### src/rtl/lap3_pkg.sv
package lap3_pkg;

   localparam int PIXEL_W      = 8;
   localparam int EDGE_W       = 11;
   localparam int CFG_WIDTH_W  = 11;
   localparam int CFG_HEIGHT_W = 13;
   localparam int CSR_DATA_W   = 13;
   localparam int ROW_W        = 12;
   localparam int N_CELLS      = 2;

   localparam logic [CFG_WIDTH_W-1:0]  WIDTH_RESET  = 11'd640;
   localparam logic [CFG_HEIGHT_W-1:0] HEIGHT_RESET = 13'd480;
   localparam logic [CFG_HEIGHT_W-1:0] HEIGHT_MIN   = 13'd3;
   localparam logic [CFG_HEIGHT_W-1:0] HEIGHT_LIMIT = 13'd4096;

   typedef enum logic {
      REG_IMAGE_WIDTH  = 1'b0,
      REG_IMAGE_HEIGHT = 1'b1
   } reg_index_type;

   // one window column, top row oldest
   typedef struct packed {
      logic [PIXEL_W-1:0] top;
      logic [PIXEL_W-1:0] mid;
      logic [PIXEL_W-1:0] bot;
   } column_type;

   // one line buffer entry holding both stored rows at a column
   typedef struct packed {
      logic [PIXEL_W-1:0] two_above;
      logic [PIXEL_W-1:0] above;
   } line_pair_type;

endpackage

### src/rtl/lap3_cell.sv
module lap3_cell (
   input  logic                 clock,
   input  logic                 shift_en,
   input  lap3_pkg::column_type col_in,
   output lap3_pkg::column_type col_out
);

   lap3_pkg::column_type col_ff;

   // takes the neighbor column on every window shift
   always_ff @(posedge clock) begin
      if (shift_en) begin
         col_ff <= col_in;
      end
   end

   assign col_out = col_ff;

endmodule

### config.mk
export PLATFORM = sky130hd
export DESIGN_NAME = lap3_cell
export DESIGN_NICKNAME = d
export VERILOG_FILES = /design/src/rtl/lap3_pkg.sv /design/src/rtl/lap3_cell.sv
export SDC_FILE = /design/constraint.sdc
export NUM_CORES = 1
export LEC_CHECK = 0
export BUFFER_PORTS_ARGS = -buffer_cell sky130_fd_sc_hd__clkbuf_2
export CAP_MARGIN = 15
export CORE_MARGIN = 8
export CORE_UTILIZATION = 35
export CTS_CLUSTER_DIAMETER = 50
export DETAILED_ROUTE_END_ITERATION = 8
export HOLD_SLACK_MARGIN = 0.03
export PLACE_DENSITY = 0.69
export SKIP_LAST_GASP = 1
export SLEW_MARGIN = 20
export SYNTH_ARGS = -nofsm -noshare
export SYNTH_HDL_FRONTEND = slang
export SYNTH_SLANG_ARGS = --single-unit
### constraint.sdc
create_clock -name clock -period 0.8 [get_ports clock]
set_clock_uncertainty 0.05 [all_clocks]
set_input_delay 0.08 -clock clock [delete_from_list [all_inputs] [get_ports clock]]
set_output_delay 0.08 -clock clock [all_outputs]
set_load 0.1 [all_outputs]
-- Word-level counts from Yosys, hierarchy flattened
Cells that the tools add are included.
- logic and storage cells: 3
- output and inout port bits: 24
- bits in registers: 24
- input bits: 26

-- Longest topological paths before layout
- word-level depth: 0
- depth in mapped cells: 0
- mapped depth without buffers: 0

-- Worst setup path after synthesis
OpenSTA, ideal clock, no wires.
- path kind: reg-to-output
- start point: reg col_ff (netlist bit col_out[0])
- end point: out col_out[0] (netlist bit)
- data required time: 670 ps
- buffers on the path: 0
- arrival time: 904 ps
- path slack: -234 ps
- stages on the path, launching flop included: 1
- path through: edfxtp_1
- RTL lines (element ; line ; text):
    from (decl) ; lap3_cell.sv:8 ; lap3_pkg::column_type col_ff;
    from (signal assigned) ; lap3_cell.sv:13 ; col_ff <= col_in;
    to (decl) ; lap3_cell.sv:5 ; output lap3_pkg::column_type col_out
No word-level cell between the ends.

-- Worst setup path after layout
- start point: reg col_ff (netlist bit col_out[13])
- end point: out col_out[13] (netlist bit)
No word-level cell between the ends.

==> run metrics <==
Synth Net Count 50; footprint of the multi-input gates 0 µm²; Die Area approximately 3800 µm²; first-pass GRT wire length 3.55 mm; Initial Util 0.367; layout cell share with drive strength beyond 1 0.529; Synth Warn # 0; Clk network pwr share 0.145; CP top delay family flip-flops; post-CTS setup buffers 0; post-detailed-route via-to-cell ratio 4.16; number of primary I/O pins 50; sequential share of the synthesized area 1.00; Synth area leaders sky130_fd_sc_hd__edfxtp_1; part of the power in registers 0.468; top cell types by occurrence after synthesis sky130_fd_sc_hd__edfxtp_1; number of design-rule violations left by the first detailed-router iteration 9; worst supply voltage drop on vdd 1.63 mV; total setup violations reported at the end of the flow 24; Cell Rows 16; number of combinational gates with multiple inputs 0; top_reg_cell synth sky130_fd_sc_hd__edfxtp_1; internal power 0.00217 W; share of the clock period used by the worst path after layout 1.36; smallest hold slack 0.140 ns; global routing usage on met3 0.0626; peak fanout along the critical path 1; crit end category output port; most common cell in the netlist sky130_fd_sc_hd__edfxtp_1; top cell type by total area after synthesis sky130_fd_sc_hd__edfxtp_1; crit path kind register to output port; Yosys reg bits 24; Port Buffer Count 49; horizontal die dimension 61.4 µm; number of pins exceeding their max-slew limit in the final report 0; time the final worst path needs with I/O delays and setup 1.09 ns; leakage power roughly 0.7 nW; Setup WS post-layout -0.286 ns; WL/cell 18.7 µm; Area Overhead vs Synth 131%; headroom to the max-slew limit 0.902; Async SR Flop Fraction 0; peak per-stage delay on the critical path 0.46 ns; required arrival time at the worst endpoint 0.67 ns; Power Dens Cells 2030 nW/µm²; Worst Tran Pin Value ~0.15 ns; floorplan core area 1960 µm²; overall fraction of global-route tracks in use 0.139; maximum level of the CTS H-tree 1; number of vias in the routed layout 536; setup repair after global routing missed its margin yes; number of enable-type register cells in the synthesized netlist 24; Root Buffer sky130_fd_sc_hd__clkbuf_4; RD Place Congestion 0.621; number of standard cells after synthesis 24; busiest grt layer met2; Synth top area share 1.00; height of the chip 61.4 µm; Remaining DRCs 0; max FFs per register 24; CTS buffer count 3; post-CTS clock slew at the launch and capture registers of the worst setup and hold paths 0.12 ns; number of antenna-violating nets in the routed design 0; Combinational Power Share 0.387; max-capacitance violation count 0; Initial DRT Pass Iterations 4; data arrival time of the critical path 0.96 ns; met1 Resource Use GR 0.130; Critical Path, Cell by Cell buf_12; number of sinks on the clock net 24; number of endpoints with negative hold slack in the final report 0; fmax 0.921 GHz; Post-layout nets 130; largest net degree at the start of global routing 15; via count of the first global-routing pass 639; mapped cell area just over 700 µm²; crit start category register; largest buffer count on any clock path 2; Antenna Cells 0; dpl ws 0.0657 ns; global-route met2 utilization 0.260; count of cell types in the netlist 1; violations in the final reports setup timing; clock tree from TritonCTS built; net switching power ~0.0012 W; Hold WC Path Type primary input to register; remaining global-route overflow 0; worst-path cell with the longest stage delay sky130_fd_sc_hd__edfxtp_1; status finished with violations; initial antenna violation count 0; net switching share of the total power 0.359; Mapped Avg Cell Area 30.0 µm²; final WL 2.41 mm; Buf/Inv on CP 1
metrics by stage:
stage	TNS (ns)	cell area (µm²)	total power, W	std cells	util
floorplan	-5.62	721	0.00226	24	-
global placement	0	1400	0.00280	102	0.714
detailed placement	0	1400	0.00283	102	0.714
CTS	-6.28	1660	0.00339	129	0.848
global route	-7.04	1660	0.00349	129	0.848
finish	-6.10	1660	0.00338	129	0.848
final cells by class:
type                  count  area, µm²
timing repair buffer     75        886
clock buffer              3       22.5
fill                    103        299
tap                      27       33.8
sequential               24        721
layer usage:
| metal | vias up | share of wire |
|---|---|---|
| li1 | 254 | - |
| met3 | 4 | 0.091 |
| met5 | - | 0 |
| met4 | 0 | 0.013 |
| met1 | 249 | 0.34 |
| met2 | 29 | 0.56 |
worst paths after layout:
path	cells after the start	slack [ns]	to	startpoint
worst max-delay path	1	-0.29	col_out[13]	col_out[13]$_DFFE_PP_
worst min-delay path	2	0.14	col_out[9]$_DFFE_PP_	shift_en
power by group through the flow:
stage                     Combinational [W]  Clock [W]  Sequential (W)
after floorplan                           0          0         0.00226
after global placement              0.00120          0         0.00160
after detailed placement            0.00122          0         0.00161
after CTS                           0.00131   0.000502         0.00158
after global routing                0.00134   0.000559         0.00159
final                               0.00131   0.000490         0.00158
logic make-up after synthesis:
kind of cell / share of synthesized area
flip-flops: 1.00
what timing repair did:
action,in CTS,in global routing
hold endpoints to repair,24,0
resized for setup,0,0
endpoints found under the setup margin,24,24
hold buffers,24,0
placed cells by master, fill, tap and decap left out:
| cell | Yosys | final |
|---|---|---|
| sky130_fd_sc_hd__buf_12 | 0 | 26 |
| sky130_fd_sc_hd__clkbuf_2 | 0 | 25 |
| sky130_fd_sc_hd__edfxtp_1 | 24 | 24 |
| sky130_fd_sc_hd__dlygate4sd3_1 | 0 | 24 |
| sky130_fd_sc_hd__clkbuf_4 | 0 | 3 |
No activity file was read; power rests on OpenSTA's default activity.
